<file path="src/rtl/core/frgf_pkg.sv">
package frgf_pkg;

	// default coordinate width in bits
	localparam int COORD_BITS_DEF = 8;

	// configuration port geometry
	localparam int CFG_INDEX_BITS = 2;
	localparam int CFG_DATA_BITS  = 24;

	// font rom layout
	localparam int          ADDR_BITS         = 24;
	localparam logic [23:0] ASCII_BASE_RESET  = 24'h03B7C0;
	localparam logic [23:0] HANZI_BASE_RESET  = 24'h000000;
	localparam int          HANZI_ROW_LEN     = 94;
	localparam logic [6:0]  HANZI_ROW_A9      = 7'd3;
	localparam logic [6:0]  HANZI_ROW_B0      = 7'd9;

	// character code limits
	localparam logic [7:0] GB_LEAD_MIN   = 8'hA1;
	localparam logic [7:0] GB_SYM_LAST   = 8'hA3;
	localparam logic [7:0] GB_SYM_EXTRA  = 8'hA9;
	localparam logic [7:0] GB_HANZI_MIN  = 8'hB0;
	localparam logic [7:0] GB_HANZI_MAX  = 8'hF7;
	localparam logic [7:0] GB_TRAIL_MIN  = 8'hA1;
	localparam logic [7:0] GB_TRAIL_MAX  = 8'hFE;
	localparam logic [7:0] ASCII_MIN     = 8'h20;
	localparam logic [7:0] ASCII_MAX     = 8'h7E;

	// spi bytes
	localparam logic [7:0] SPI_FAST_READ = 8'h0B;
	localparam logic [7:0] SPI_DUMMY     = 8'h8D;
	localparam logic [7:0] SPI_CLOCK     = 8'h00;

	// command queue depth
	localparam int CMD_FIFO_DEPTH = 2;

	// configuration register indexes
	typedef enum logic [CFG_INDEX_BITS-1:0] {
		REG_START_X,
		REG_START_Y,
		REG_ASCII_BASE,
		REG_HANZI_BASE
	} cfg_reg_t;

	// result kinds on the output channel
	typedef enum logic [1:0] {
		KIND_SPI    = 2'd0,
		KIND_COLUMN = 2'd1,
		KIND_STATUS = 2'd2
	} res_kind_t;

	// status codes
	typedef enum logic [1:0] {
		ST_OK         = 2'd0,
		ST_INVALID    = 2'd1,
		ST_UNEXPECTED = 2'd2
	} status_t;

	// command kinds passed from front to back
	typedef enum logic [1:0] {
		CMD_STATUS,
		CMD_FETCH,
		CMD_COLUMN
	} cmd_kind_t;

	// one queued command; column x travels beside it
	typedef struct packed {
		cmd_kind_t             kind;
		status_t               status;
		logic                  last;
		logic [ADDR_BITS-1:0]  addr;
		logic [7:0]            y;
		logic [7:0]            bits;
	} cmd_t;

	// mirror a byte so that bit 0 lands on bit 7
	function automatic logic [7:0] reverse8(input logic [7:0] v);
		logic [7:0] r;
		for (int i = 0; i < 8; i++) begin
			r[7-i] = v[i];
		end
		return r;
	endfunction

endpackage

</file>
<file path="src/rtl/core/frgf_if.sv">
// text and rom reply transactions into the fetcher
interface frgf_in_if;
	logic       valid;
	logic       ready;
	logic       func;
	logic [7:0] data_byte;
	logic       end_of_text;

	modport source (output valid, output func, output data_byte, output end_of_text,
		input ready);
	modport sink (input valid, input func, input data_byte, input end_of_text,
		output ready);
endinterface

// result transactions out of the fetcher
interface frgf_out_if #(
	parameter int COORD_BITS = frgf_pkg::COORD_BITS_DEF
);
	logic                  valid;
	logic                  ready;
	logic [1:0]            kind;
	logic [7:0]            spi_byte;
	logic                  chip_select;
	logic [COORD_BITS-1:0] column_x;
	logic [7:0]            column_y;
	logic [7:0]            column_bits;
	logic [1:0]            status;
	logic                  glyph_done;

	modport source (output valid, output kind, output spi_byte, output chip_select,
		output column_x, output column_y, output column_bits, output status,
		output glyph_done, input ready);
	modport sink (input valid, input kind, input spi_byte, input chip_select,
		input column_x, input column_y, input column_bits, input status,
		input glyph_done, output ready);
endinterface

</file>
<file path="src/rtl/core/frgf_front.sv">
module frgf_front #(
	parameter int COORD_BITS = frgf_pkg::COORD_BITS_DEF
) (
	input  logic                                clk,
	input  logic                                arst_n,
	frgf_in_if.sink                             in,
	input  logic                                cfg_we,
	input  logic [frgf_pkg::CFG_INDEX_BITS-1:0] cfg_index,
	input  logic [frgf_pkg::CFG_DATA_BITS-1:0]  cfg_data,
	input  logic                                cmd_full,
	output logic                                cmd_push,
	output frgf_pkg::cmd_t                      cmd,
	output logic [COORD_BITS-1:0]               cmd_x
);

	// configuration registers
	logic [7:0]                      start_x_q;
	logic [7:0]                      start_y_q;
	logic [frgf_pkg::ADDR_BITS-1:0]  ascii_base_q;
	logic [frgf_pkg::ADDR_BITS-1:0]  hanzi_base_q;

	// decode state
	logic [7:0]            lead_byte_q, lead_byte_n;
	logic                  lead_pending_q, lead_pending_n;
	logic [COORD_BITS-1:0] cursor_q, cursor_n;
	logic                  wide_q, wide_n;
	logic [4:0]            reply_idx_q, reply_idx_n;
	logic                  fetching_q, fetching_n;
	logic                  eot_pending_q, eot_pending_n;

	logic                  accept;
	logic [7:0]            b;
	logic                  eot;
	logic [6:0]            row;
	logic                  row_ok;
	logic                  trail_ok;
	logic [12:0]           hanzi_idx;
	logic [frgf_pkg::ADDR_BITS-1:0] hanzi_addr;
	logic [frgf_pkg::ADDR_BITS-1:0] ascii_addr;
	logic [3:0]            col_off;
	logic                  col_lower;
	logic                  col_last;
	logic [COORD_BITS-1:0] step_w;
	logic [COORD_BITS-1:0] narrow_w;
	logic [COORD_BITS-1:0] wide_w;
	logic [COORD_BITS-1:0] home_x;

	assign in.ready = !cmd_full;
	assign accept   = in.valid && in.ready;
	assign b        = in.data_byte;
	assign eot      = in.end_of_text;
	assign narrow_w = COORD_BITS'(8);
	assign wide_w   = COORD_BITS'(16);
	assign home_x   = COORD_BITS'(start_x_q);

	// gb2312 row number, symbol rows first then hanzi rows
	always_comb begin
		row    = '0;
		row_ok = 1'b1;
		priority if (lead_byte_q >= frgf_pkg::GB_LEAD_MIN &&
				lead_byte_q <= frgf_pkg::GB_SYM_LAST) begin
			row = 7'(lead_byte_q - frgf_pkg::GB_LEAD_MIN);
		end else if (lead_byte_q == frgf_pkg::GB_SYM_EXTRA) begin
			row = frgf_pkg::HANZI_ROW_A9;
		end else if (lead_byte_q >= frgf_pkg::GB_HANZI_MIN &&
				lead_byte_q <= frgf_pkg::GB_HANZI_MAX) begin
			row = 7'(lead_byte_q - frgf_pkg::GB_HANZI_MIN) + frgf_pkg::HANZI_ROW_B0;
		end else begin
			row_ok = 1'b0;
		end
	end

	// glyph addresses
	assign trail_ok   = b >= frgf_pkg::GB_TRAIL_MIN && b <= frgf_pkg::GB_TRAIL_MAX;
	assign hanzi_idx  = 13'(row) * 13'(frgf_pkg::HANZI_ROW_LEN)
		+ 13'(b - frgf_pkg::GB_TRAIL_MIN);
	assign hanzi_addr = hanzi_base_q + frgf_pkg::ADDR_BITS'({hanzi_idx, 5'b0});
	assign ascii_addr = ascii_base_q
		+ frgf_pkg::ADDR_BITS'({7'(b - frgf_pkg::ASCII_MIN), 4'b0});

	// column position inside the current glyph
	assign col_off   = wide_q ? reply_idx_q[3:0] : {1'b0, reply_idx_q[2:0]};
	assign col_lower = wide_q ? reply_idx_q[4] : reply_idx_q[3];
	assign col_last  = wide_q ? (reply_idx_q == 5'd31) : (reply_idx_q == 5'd15);
	assign step_w    = wide_q ? wide_w : narrow_w;

	// classify the transaction and build the command
	always_comb begin
		lead_byte_n    = lead_byte_q;
		lead_pending_n = lead_pending_q;
		cursor_n       = cursor_q;
		wide_n         = wide_q;
		reply_idx_n    = reply_idx_q;
		fetching_n     = fetching_q;
		eot_pending_n  = eot_pending_q;
		cmd_push       = 1'b0;
		cmd            = '0;
		cmd.kind       = frgf_pkg::CMD_STATUS;
		cmd.status     = frgf_pkg::ST_OK;
		cmd_x          = cursor_q + COORD_BITS'(col_off);
		if (accept) begin
			if (in.func) begin
				cmd_push = 1'b1;
				if (!fetching_q) begin
					cmd.status = frgf_pkg::ST_UNEXPECTED;
				end else begin
					cmd.kind = frgf_pkg::CMD_COLUMN;
					cmd.last = col_last;
					cmd.y    = col_lower ? start_y_q + 8'd8 : start_y_q;
					cmd.bits = frgf_pkg::reverse8(b);
					if (col_last) begin
						fetching_n    = 1'b0;
						reply_idx_n   = '0;
						eot_pending_n = 1'b0;
						cursor_n      = eot_pending_q ? home_x : cursor_q + step_w;
					end else begin
						reply_idx_n = reply_idx_q + 5'd1;
					end
				end
			end else if (fetching_q) begin
				cmd_push   = 1'b1;
				cmd.status = frgf_pkg::ST_UNEXPECTED;
			end else if (lead_pending_q) begin
				lead_pending_n = 1'b0;
				cmd_push       = 1'b1;
				if (!trail_ok || !row_ok) begin
					cmd.status = frgf_pkg::ST_INVALID;
					cursor_n   = eot ? home_x : cursor_q + wide_w;
				end else begin
					cmd.kind      = frgf_pkg::CMD_FETCH;
					cmd.addr      = hanzi_addr;
					fetching_n    = 1'b1;
					wide_n        = 1'b1;
					reply_idx_n   = '0;
					eot_pending_n = eot;
				end
			end else if (b > frgf_pkg::GB_LEAD_MIN - 8'd1) begin
				if (eot) begin
					cmd_push   = 1'b1;
					cmd.status = frgf_pkg::ST_INVALID;
					cursor_n   = home_x;
				end else begin
					lead_byte_n    = b;
					lead_pending_n = 1'b1;
				end
			end else if (b < frgf_pkg::ASCII_MIN || b > frgf_pkg::ASCII_MAX) begin
				cmd_push   = 1'b1;
				cmd.status = frgf_pkg::ST_INVALID;
				cursor_n   = eot ? home_x : cursor_q + narrow_w;
			end else begin
				cmd_push      = 1'b1;
				cmd.kind      = frgf_pkg::CMD_FETCH;
				cmd.addr      = ascii_addr;
				fetching_n    = 1'b1;
				wide_n        = 1'b0;
				reply_idx_n   = '0;
				eot_pending_n = eot;
			end
		end
	end

	// configuration writes
	always_ff @(posedge clk or negedge arst_n) begin
		if (!arst_n) begin
			start_x_q    <= '0;
			start_y_q    <= '0;
			ascii_base_q <= frgf_pkg::ASCII_BASE_RESET;
			hanzi_base_q <= frgf_pkg::HANZI_BASE_RESET;
		end else if (cfg_we) begin
			unique case (frgf_pkg::cfg_reg_t'(cfg_index))
				frgf_pkg::REG_START_X:    start_x_q    <= cfg_data[7:0];
				frgf_pkg::REG_START_Y:    start_y_q    <= cfg_data[7:0];
				frgf_pkg::REG_ASCII_BASE: ascii_base_q <= cfg_data;
				frgf_pkg::REG_HANZI_BASE: hanzi_base_q <= cfg_data;
				default: ;
			endcase
		end
	end

	// decode state; a start_x write also homes the cursor
	always_ff @(posedge clk or negedge arst_n) begin
		if (!arst_n) begin
			lead_byte_q    <= '0;
			lead_pending_q <= 1'b0;
			cursor_q       <= '0;
			wide_q         <= 1'b0;
			reply_idx_q    <= '0;
			fetching_q     <= 1'b0;
			eot_pending_q  <= 1'b0;
		end else begin
			lead_byte_q    <= lead_byte_n;
			lead_pending_q <= lead_pending_n;
			wide_q         <= wide_n;
			reply_idx_q    <= reply_idx_n;
			fetching_q     <= fetching_n;
			eot_pending_q  <= eot_pending_n;
			if (cfg_we && cfg_index == frgf_pkg::REG_START_X) begin
				cursor_q <= COORD_BITS'(cfg_data[7:0]);
			end else begin
				cursor_q <= cursor_n;
			end
		end
	end

endmodule

</file>
<file path="src/rtl/core/frgf_cmd_fifo.sv">
module frgf_cmd_fifo #(
	parameter int WIDTH = 8,
	parameter int DEPTH = frgf_pkg::CMD_FIFO_DEPTH
) (
	input  logic             clk,
	input  logic             arst_n,
	input  logic             push,
	input  logic [WIDTH-1:0] wdata,
	output logic             full,
	input  logic             pop,
	output logic [WIDTH-1:0] rdata,
	output logic             empty
);

	localparam int PTR_BITS = $clog2(DEPTH);
	localparam int CNT_BITS = $clog2(DEPTH + 1);

	logic [WIDTH-1:0]    slot_q [DEPTH];
	logic [PTR_BITS-1:0] wr_ptr_q;
	logic [PTR_BITS-1:0] rd_ptr_q;
	logic [CNT_BITS-1:0] count_q;
	logic                do_push;
	logic                do_pop;

	assign full    = count_q == CNT_BITS'(DEPTH);
	assign empty   = count_q == '0;
	assign do_push = push && !full;
	assign do_pop  = pop && !empty;
	assign rdata   = slot_q[rd_ptr_q];

	// storage slots
	always_ff @(posedge clk) begin
		if (do_push) begin
			slot_q[wr_ptr_q] <= wdata;
		end
	end

	// pointers and fill count
	always_ff @(posedge clk or negedge arst_n) begin
		if (!arst_n) begin
			wr_ptr_q <= '0;
			rd_ptr_q <= '0;
			count_q  <= '0;
		end else begin
			if (do_push) begin
				wr_ptr_q <= (wr_ptr_q == PTR_BITS'(DEPTH - 1)) ? '0 : wr_ptr_q + 1'b1;
			end
			if (do_pop) begin
				rd_ptr_q <= (rd_ptr_q == PTR_BITS'(DEPTH - 1)) ? '0 : rd_ptr_q + 1'b1;
			end
			if (do_push && !do_pop) begin
				count_q <= count_q + 1'b1;
			end else if (do_pop && !do_push) begin
				count_q <= count_q - 1'b1;
			end
		end
	end

endmodule

</file>
<file path="src/rtl/core/frgf_back.sv">
module frgf_back #(
	parameter int COORD_BITS = frgf_pkg::COORD_BITS_DEF
) (
	input  logic                  clk,
	input  logic                  arst_n,
	input  logic                  cmd_empty,
	input  frgf_pkg::cmd_t        cmd,
	input  logic [COORD_BITS-1:0] cmd_x,
	output logic                  cmd_pop,
	frgf_out_if.source            out
);

	logic [2:0]            step_q;
	logic                  out_valid_q;
	logic [1:0]            kind_q;
	logic [7:0]            spi_q;
	logic                  cs_q;
	logic [COORD_BITS-1:0] x_q;
	logic [7:0]            y_q;
	logic [7:0]            bits_q;
	logic [1:0]            status_q;
	logic                  done_q;

	logic                  load;
	logic                  final_step;
	frgf_pkg::res_kind_t   r_kind;
	logic [7:0]            r_spi;
	logic                  r_cs;
	logic [COORD_BITS-1:0] r_x;
	logic [7:0]            r_y;
	logic [7:0]            r_bits;
	frgf_pkg::status_t     r_status;
	logic                  r_done;

	assign load    = !cmd_empty && (!out_valid_q || out.ready);
	assign cmd_pop = load && final_step;

	// expand the head command into its current result
	always_comb begin
		r_kind     = frgf_pkg::KIND_SPI;
		r_spi      = frgf_pkg::SPI_CLOCK;
		r_cs       = 1'b1;
		r_x        = '0;
		r_y        = '0;
		r_bits     = '0;
		r_status   = frgf_pkg::ST_OK;
		r_done     = 1'b0;
		final_step = 1'b1;
		unique case (cmd.kind)
			frgf_pkg::CMD_FETCH: begin
				final_step = step_q == 3'd5;
				unique case (step_q)
					3'd0:    r_spi = frgf_pkg::SPI_FAST_READ;
					3'd1:    r_spi = cmd.addr[23:16];
					3'd2:    r_spi = cmd.addr[15:8];
					3'd3:    r_spi = cmd.addr[7:0];
					3'd4:    r_spi = frgf_pkg::SPI_DUMMY;
					default: r_spi = frgf_pkg::SPI_CLOCK;
				endcase
			end
			frgf_pkg::CMD_COLUMN: begin
				final_step = cmd.last || step_q != 3'd0;
				if (step_q == 3'd0) begin
					r_kind = frgf_pkg::KIND_COLUMN;
					r_spi  = '0;
					r_cs   = !cmd.last;
					r_x    = cmd_x;
					r_y    = cmd.y;
					r_bits = cmd.bits;
					r_done = cmd.last;
				end
			end
			default: begin
				r_kind   = frgf_pkg::KIND_STATUS;
				r_spi    = '0;
				r_cs     = 1'b0;
				r_status = cmd.status;
				r_done   = 1'b1;
			end
		endcase
	end

	// step counter and output valid
	always_ff @(posedge clk or negedge arst_n) begin
		if (!arst_n) begin
			step_q      <= '0;
			out_valid_q <= 1'b0;
		end else begin
			if (load) begin
				step_q <= final_step ? 3'd0 : step_q + 3'd1;
			end
			if (load) begin
				out_valid_q <= 1'b1;
			end else if (out.ready) begin
				out_valid_q <= 1'b0;
			end
		end
	end

	// output payload register
	always_ff @(posedge clk) begin
		if (load) begin
			kind_q   <= r_kind;
			spi_q    <= r_spi;
			cs_q     <= r_cs;
			x_q      <= r_x;
			y_q      <= r_y;
			bits_q   <= r_bits;
			status_q <= r_status;
			done_q   <= r_done;
		end
	end

	assign out.valid       = out_valid_q;
	assign out.kind        = kind_q;
	assign out.spi_byte    = spi_q;
	assign out.chip_select = cs_q;
	assign out.column_x    = x_q;
	assign out.column_y    = y_q;
	assign out.column_bits = bits_q;
	assign out.status      = status_q;
	assign out.glyph_done  = done_q;

endmodule

</file>
<file path="src/rtl/core/font_rom_glyph_fetcher.sv">
// path: the first result of an input transaction passes through the command queue and
// the back end's output register before it is valid on out
// throughput: one result per cycle while out is ready; a text byte that starts a fetch
// gives six results, a reply during a fetch two (one on the last column), all loaded
// by the back end into the output register
// reset: arst_n clears queue, decode state and output valid; config regs take defaults
module font_rom_glyph_fetcher #(
	parameter int COORD_BITS = frgf_pkg::COORD_BITS_DEF
) (
	input  logic                                clk,
	input  logic                                arst_n,
	frgf_in_if.sink                             in,
	frgf_out_if.source                          out,
	input  logic                                cfg_we,
	input  logic [frgf_pkg::CFG_INDEX_BITS-1:0] cfg_index,
	input  logic [frgf_pkg::CFG_DATA_BITS-1:0]  cfg_data
);

	localparam int ENTRY_BITS = $bits(frgf_pkg::cmd_t) + COORD_BITS;

	logic                  cmd_push;
	logic                  cmd_pop;
	logic                  cmd_full;
	logic                  cmd_empty;
	frgf_pkg::cmd_t        cmd_wr;
	frgf_pkg::cmd_t        cmd_rd;
	logic [COORD_BITS-1:0] x_wr;
	logic [COORD_BITS-1:0] x_rd;

	// decode and classify
	frgf_front #(.COORD_BITS(COORD_BITS)) u_front (
		.clk       (clk),
		.arst_n    (arst_n),
		.in        (in),
		.cfg_we    (cfg_we),
		.cfg_index (cfg_index),
		.cfg_data  (cfg_data),
		.cmd_full  (cmd_full),
		.cmd_push  (cmd_push),
		.cmd       (cmd_wr),
		.cmd_x     (x_wr)
	);

	// command queue between the two sides
	frgf_cmd_fifo #(
		.WIDTH (ENTRY_BITS),
		.DEPTH (frgf_pkg::CMD_FIFO_DEPTH)
	) u_fifo (
		.clk    (clk),
		.arst_n (arst_n),
		.push   (cmd_push),
		.wdata  ({cmd_wr, x_wr}),
		.full   (cmd_full),
		.pop    (cmd_pop),
		.rdata  ({cmd_rd, x_rd}),
		.empty  (cmd_empty)
	);

	// result sequencing
	frgf_back #(.COORD_BITS(COORD_BITS)) u_back (
		.clk       (clk),
		.arst_n    (arst_n),
		.cmd_empty (cmd_empty),
		.cmd       (cmd_rd),
		.cmd_x     (x_rd),
		.cmd_pop   (cmd_pop),
		.out       (out)
	);

endmodule

</file>
<file path="src/flat_wrapper.sv">
// flat-port wrapper written by rule: the top's interface ports become plain ports
module font_rom_glyph_fetcher_flat 
#(
	parameter int COORD_BITS = frgf_pkg::COORD_BITS_DEF
)
  (clk, arst_n, cfg_we, cfg_index, cfg_data, in_valid, in_func, in_data_byte, in_end_of_text, in_ready, out_valid, out_kind, out_spi_byte, out_chip_select, out_column_x, out_column_y, out_column_bits, out_status, out_glyph_done, out_ready);
  frgf_in_if in_i ();
  frgf_out_if #(.COORD_BITS(COORD_BITS)) out_i ();
  input  logic clk;
  input  logic arst_n;
  input  logic cfg_we;
  input  logic [frgf_pkg::CFG_INDEX_BITS-1:0] cfg_index;
  input  logic [frgf_pkg::CFG_DATA_BITS-1:0] cfg_data;
  input wire logic [$bits(in_i.valid)-1:0] in_valid;
  input wire logic [$bits(in_i.func)-1:0] in_func;
  input wire logic [$bits(in_i.data_byte)-1:0] in_data_byte;
  input wire logic [$bits(in_i.end_of_text)-1:0] in_end_of_text;
  output wire logic [$bits(in_i.ready)-1:0] in_ready;
  output wire logic [$bits(out_i.valid)-1:0] out_valid;
  output wire logic [$bits(out_i.kind)-1:0] out_kind;
  output wire logic [$bits(out_i.spi_byte)-1:0] out_spi_byte;
  output wire logic [$bits(out_i.chip_select)-1:0] out_chip_select;
  output wire logic [$bits(out_i.column_x)-1:0] out_column_x;
  output wire logic [$bits(out_i.column_y)-1:0] out_column_y;
  output wire logic [$bits(out_i.column_bits)-1:0] out_column_bits;
  output wire logic [$bits(out_i.status)-1:0] out_status;
  output wire logic [$bits(out_i.glyph_done)-1:0] out_glyph_done;
  input wire logic [$bits(out_i.ready)-1:0] out_ready;
  assign in_i.valid = in_valid;
  assign in_i.func = in_func;
  assign in_i.data_byte = in_data_byte;
  assign in_i.end_of_text = in_end_of_text;
  assign in_ready = in_i.ready;
  assign out_valid = out_i.valid;
  assign out_kind = out_i.kind;
  assign out_spi_byte = out_i.spi_byte;
  assign out_chip_select = out_i.chip_select;
  assign out_column_x = out_i.column_x;
  assign out_column_y = out_i.column_y;
  assign out_column_bits = out_i.column_bits;
  assign out_status = out_i.status;
  assign out_glyph_done = out_i.glyph_done;
  assign out_i.ready = out_ready;
  font_rom_glyph_fetcher #(.COORD_BITS(COORD_BITS)) u_core (.clk(clk), .arst_n(arst_n), .in(in_i), .out(out_i), .cfg_we(cfg_we), .cfg_index(cfg_index), .cfg_data(cfg_data));
endmodule
</file>
<file path="config.mk">
export PLATFORM = sky130hd
export DESIGN_NAME = font_rom_glyph_fetcher_flat
export DESIGN_NICKNAME = d
export VERILOG_FILES = /design/src/rtl/core/frgf_pkg.sv /design/src/rtl/core/frgf_if.sv /design/src/rtl/core/frgf_front.sv /design/src/rtl/core/frgf_cmd_fifo.sv /design/src/rtl/core/frgf_back.sv /design/src/rtl/core/font_rom_glyph_fetcher.sv /design/src/flat_wrapper.sv
export SDC_FILE = /design/constraint.sdc
export NUM_CORES = 1
export LEC_CHECK = 0
export BUFFER_PORTS_ARGS = -buffer_cell sky130_fd_sc_hd__buf_2
export CORE_MARGIN = 2
export CORE_UTILIZATION = 50
export CTS_BUF_LIST = sky130_fd_sc_hd__clkbuf_4
export CTS_CLUSTER_SIZE = 40
export DETAILED_ROUTE_END_ITERATION = 10
export PLACE_DENSITY = 0.68
export SLEW_MARGIN = 20
export SYNTH_ARGS = -nofsm -noshare
export SYNTH_HDL_FRONTEND = slang
export SYNTH_SLANG_ARGS = --single-unit
</file>
<file path="constraint.sdc">
create_clock -name clk -period 8.2 [get_ports clk]
set_input_delay 0.41 -clock clk [delete_from_list [all_inputs] [get_ports clk]]
set_output_delay 0.41 -clock clk [all_outputs]
set_load 0.02 [all_outputs]
</file>
# Word level (Yosys, flattened, before mapping)
# Memories as Yosys holds them, arrays and structs flattened.
# Cells that the tools add are included.
# totals
inputBits	41
output_inout_bits	40
mem_count	1
register_bits	135
wordCells	232
mem_bits_rw	106
# op_classes
bitwise_logic	4
muxes	103
reduce_logical	43
n_lt_le_gt_ge	9
addsub	19
n_eq_ne	28
n_mul	1
# memory_table
memory	words	width	rd	rd_clocked_by_memory_dff	wr	line_no	text
u_core.u_fifo.slot_q	2	53	1	0	1	frgf_cmd_fifo.sv:18	logic [WIDTH-1:0] slot_q [DEPTH];
# op_table
operator	count
$mux 24	6
$mux 8	15
$mux 1	52
$mux 45	1
$mux 5	9
$pmux 8 s5	1
$mux 16	2
$add 24x11->24	1
$add 24x18->24	1
$ge 8x8->1 const B	3
$le 8x8->1 const B	3
$mux 7	3
$sub 7x6->7 const B	3
$reduce_and 6->1	3
$add 8x4->8 const B	2
$reduce_and 7->1	2
$add 13x13->13	1
$mul 7x6->12 const B	1
$mux 2	6
$mux 4	3
$logic_and 1x1->1	11
$reduce_and 2->1	5
$ne 3x3->1 const B	3
$sub 8x8->9 const B	1
39 further kinds	69

# Longest topological paths before layout
# logic_depth
depth_word	13
depth_mapped	31
mapped_depth_nobuf	31

# Cells and area by module
# A second synthesis with hierarchy kept.
# unflattened
cells_unflattened	1183
area_unflattened_um2	14103.5
# modules_own_cells
module	cells_each	n_inst	area_each_um2	seq_area_each_um2
frgf_front	860	1	7933.9	2239.6
frgf_cmd_fifo	184	1	4271.6	3283.1
frgf_back	139	1	1898.1	1241.2

# Worst setup path after synthesis
# Ideal clock, no wire load.
# synth_path
path_type	flip-flop to flip-flop
startpoint	register u_core.u_front.lead_byte_q[4]
endpoint	memory u_core.u_fifo.slot_q[0][46] (netlist bit) (data pin)
stages_incl_launch_ff	29
arrival_time_ns	6.788
setup_time_ns	0.270
t_required_ns	7.930
path_buffers	1
slack_ns	1.142
synth_period_minus_slack_ns	7.058
cell_sequence	dfrtp_1 -> buf_6 -> or3_4 -> or2_2 -> o32a_1 -> mux2i_1 -> inv_1 -> fa_1 -> inv_1 -> ha_1 -> fa_1 -> ha_1 -> a21o_1 -> a21oi_1 -> o21bai_1 -> a21oi_1 -> xnor2_1 -> ha_1 -> nand3_1 -> a211oi_1 -> a2111oi_0 -> o21bai_1 -> a21oi_1 -> xnor2_1 -> ha_1 -> and3_1 -> a221oi_2 -> nor4_1 -> or3_1
# synth_rtl
item	line_no	text
start, declared	frgf_front.sv:23	logic [7:0] lead_byte_q, lead_byte_n;
start signal, assigned	frgf_front.sv:191	lead_byte_q <= lead_byte_n;
end, declared	frgf_cmd_fifo.sv:18	

==> flow_summary.json <==
{
  "status": "finished, final reports clean",
  "cp-end-kind": "flop",
  "async_flop_share_pct": 40.2,
  "cts_root_buffer": "clkbuf_4",
  "grt_max_degree": 55,
  "finalSetupViolCount": 0,
  "die_area_sq_um": 28600,
  "hold_viol_final": 0,
  "fin_nets": 1466,
  "wl_per_cell_microns": 17.4,
  "antenna_found_initial": 1,
  "ys_warn_count": 0,
  "crit_top_cell": "ha_1",
  "place_congestion": 0.861,
  "skew_ps": 49.8,
  "num_rows": 60,
  "syn2layout_area_growth_pct": 13.9,
  "final_cell_mix": "edfxtp_1 (144), clkbuf_4 (100), nor2_1 (94)",
  "clockBufferDepth": 3,
  "max_freq_ghz": 0.132,
  "final_common_cell": "edfxtp_1",
  "start_kind": "flop",
  "pin_count": 81,
  "maxCapViolCount": 0,
  "p_comb_share_pct": 34.8,
  "cp_slowest_cell": "fa_1",
  "relSlewSlack_pct": 37.0,
  "track_usage_pct": 21.2,
  "cts.sinks": 241,
  "synthFlopType": "edfxtp_1",
  "fin_crit_ps": 7560,
  "drt_first_pass_iters": 5,
  "synth-seq-cells": 241,
  "dp.final_hpwl_microns": 21000,
  "criticalPathCategory": "flop to flop",
  "grt_pass1_wl_microns": 47800,
  "fp.dieW_microns": 169,
  "cts_setup_buffers": 0,
  "p_clk_share_pct": 25.0,
  "drive_above_1_share_pct": 22.7,
  "power.internal_mw": 3.03,
  "drv_slew": 0,
  "htreeDepth": 3,
  "synth_edf_count": 144,
  "powerDensity_nw_per_um2": 303,
  "via_count": 9474,
  "coreArea_sq_um": 26900,
  "synth_fp_nets": 1324,
  "cp_max_fo": 6,
  "cp.required_ps": 8590,
  "clkTransAtPathRegs_ps": 80,
  "start_util_pct": 50.7,
  "avgSynthCellArea_sq_um": 11.6,
  "ant_nets": 0,
  "fin_cells": 1715,
  "io_buffers": 80,
  "power.switching_mw": 1.68,
  "worstPathArrival_ps": 7950,
  "post-place-cells": 1571,
  "cts_tree": "yes",
  "switching_share_pct": 35.6,
  "drtIter0Drc": 578,
  "cp_slowest_stage_delay_ps": 550,
  "first_global_vias": 9409,
  "die_h_microns": 169,
  "drc_errors": 0,
  "numCtsBuffers": 67,
  "min_path_type": "primary input to flop",
  "grt_remaining_overflow": 0,
  "synth_cells": 1177,
  "clock_latency_ps": 680,
  "period_share_pct": 92.3,
  "seqPwrFrac_pct": 40.2,
  "vdd_drop_max_v": 0.000112,
  "via_per_inst": 5.52,
  "ys_types": 76,
  "rsz0062_at_grt": "no",
  "syn_area_sq_um": 13600,
  "seq_area_frac_synth_pct": 49.7,
  "worstMarginPinSlew_ps": 943,
  "finalSetupTns_ps": 0,
  "wirelength_microns": 29900,
  "p_leak_nw": 6.67
}
-- layer usage --
metal	global-route usage (%)	share of wire (%)	wire, microns
met5	0	0	0
met4	7.62	2.0	595
met3	4.44	5.4	1600
met2	34.1	47	14000
met1	28.6	46	13700
-- kinds of logic after synthesis --
kind of cell    after synthesis  share of synthesized area (%)
xor+xnor                     78                           5.01
mux                         118                           9.34
fa+ha+maj                   106                           10.7
buf+inv                     113                           3.33
compound gates              224                           11.2
flops                       241                           49.7
simple gates                297                           10.7
-- path summary, 6_finish.rpt --
path                                               start                               to  slack (ps)  cells past startpoint
max                        u_core.u_front.lead_byte_q[0]      u_core.u_fifo.slot_q[0][46]         640                     30
min                                         cfg_data[10]  u_core.u_front.hanzi_base_q[10]          50                      2
max reg2reg                u_core.u_front.lead_byte_q[0]      u_core.u_fifo.slot_q[0][46]         640                     30
min reg2reg                     u_core.u_front.home_x[0]         u_core.u_front.home_x[0]         490                      2
max in group asynchronous                         arst_n    u_core.u_front.lead_byte_q[7]        6690                      3
min in group asynchronous                         arst_n          u_core.u_back.step_q[1]         320                      2
-- repair_timing --
item,CTS,global route
setup endpoints to repair,0,10
endpoints found under the hold margin,69,0
gates resized for setup,0,2
hold buffers,20,0
-- cell type report --
type | instances | area, sq um
Sequential cell | 241 | 6770
Multi-Input combinational cell | 823 | 6430
Timing Repair Buffer | 110 | 678
Tap cell | 341 | 427
Inverter | 76 | 285
Clock buffer | 100 | 751
Clock inverter | 23 | 184
Fill cell | 2247 | 11400
Antenna cell | 1 | 2.50
-- power groups by stage --
| stage | clock [mW] | sequential, mW | combinational (mW) |
|---|---|---|---|
| finish | 1.18 | 1.89 | 1.64 |
| CTS | 1.21 | 1.89 | 1.64 |
| floorplan | 0 | 1.98 | 1.13 |
| global placement | 0 | 1.90 | 1.59 |
| detailed placement | 0 | 1.91 | 1.62 |
| global route | 1.28 | 1.93 | 1.82 |
-- critical path, delay by kind of cell (launching register included) --
kind / cells / cell delay, ps
simple gates: 7 / 1520
compound gates: 10 / 1980
fa+ha+maj: 7 / 2420
flops: 1 / 450
mux: 1 / 330
buf+inv: 3 / 310
xor+xnor: 2 / 290
-- registers in the layout, summed over array words and instances, names as in the netlist, 3 cells and up --
register                       flops
u_core.u_back.out.column_bits      8
u_core.u_front.home_x              8
u_core.u_back.out.column_y         8
u_core.u_back.out.column_x         8
u_core.u_front.lead_byte_q         8
u_core.u_front.ascii_base_q       24
u_core.u_back.out.spi_byte         8
u_core.u_front.reply_idx_q         5
u_core.u_front.cursor_q            8
u_core.u_front.hanzi_base_q       24
u_core.u_back.step_q               3
u_core.u_fifo.slot_q             106
u_core.u_front.start_y_q           8
-- cells in the mapped netlist, types with 12 or more instances --
cell	instances	area share, %
and2_1	13	0.60
edfxtp_1	144	32
xor2_1	30	1.9
a22oi_1	18	0.99
nor2b_1	15	0.69
xnor2_1	48	3.1
dfrtp_1	87	16
a21oi_1	56	2.1
inv_1	76	2.1
clkbuf_1	27	0.74
nand3_1	18	0.66
mux2i_1	45	3.3
nand4_1	12	0.55
nor2_1	94	2.6
nand2_1	76	2.1
a21o_1	17	0.94
o21ai_0	36	1.3
nand2b_1	16	0.73
mux2_2	73	6.0
ha_1	88	8.1
fa_1	18	2.6
-- stage by stage --
stage               setup WS (ps)  cell area (sq um)  util (%)  total power [mW]  hold WS (ps)
detailed placement            398              14400      53.5              3.53           456
floorplan                    1140              13600         -              3.11           114
global route                 5.16              15500      57.8              5.02          14.9
finish                        635              15500      57.8              4.70          48.0
CTS                           364              15500      57.7              4.73         0.692
global placement              619              14400      53.5              3.49           448
(Power assumes the default switching activity.)
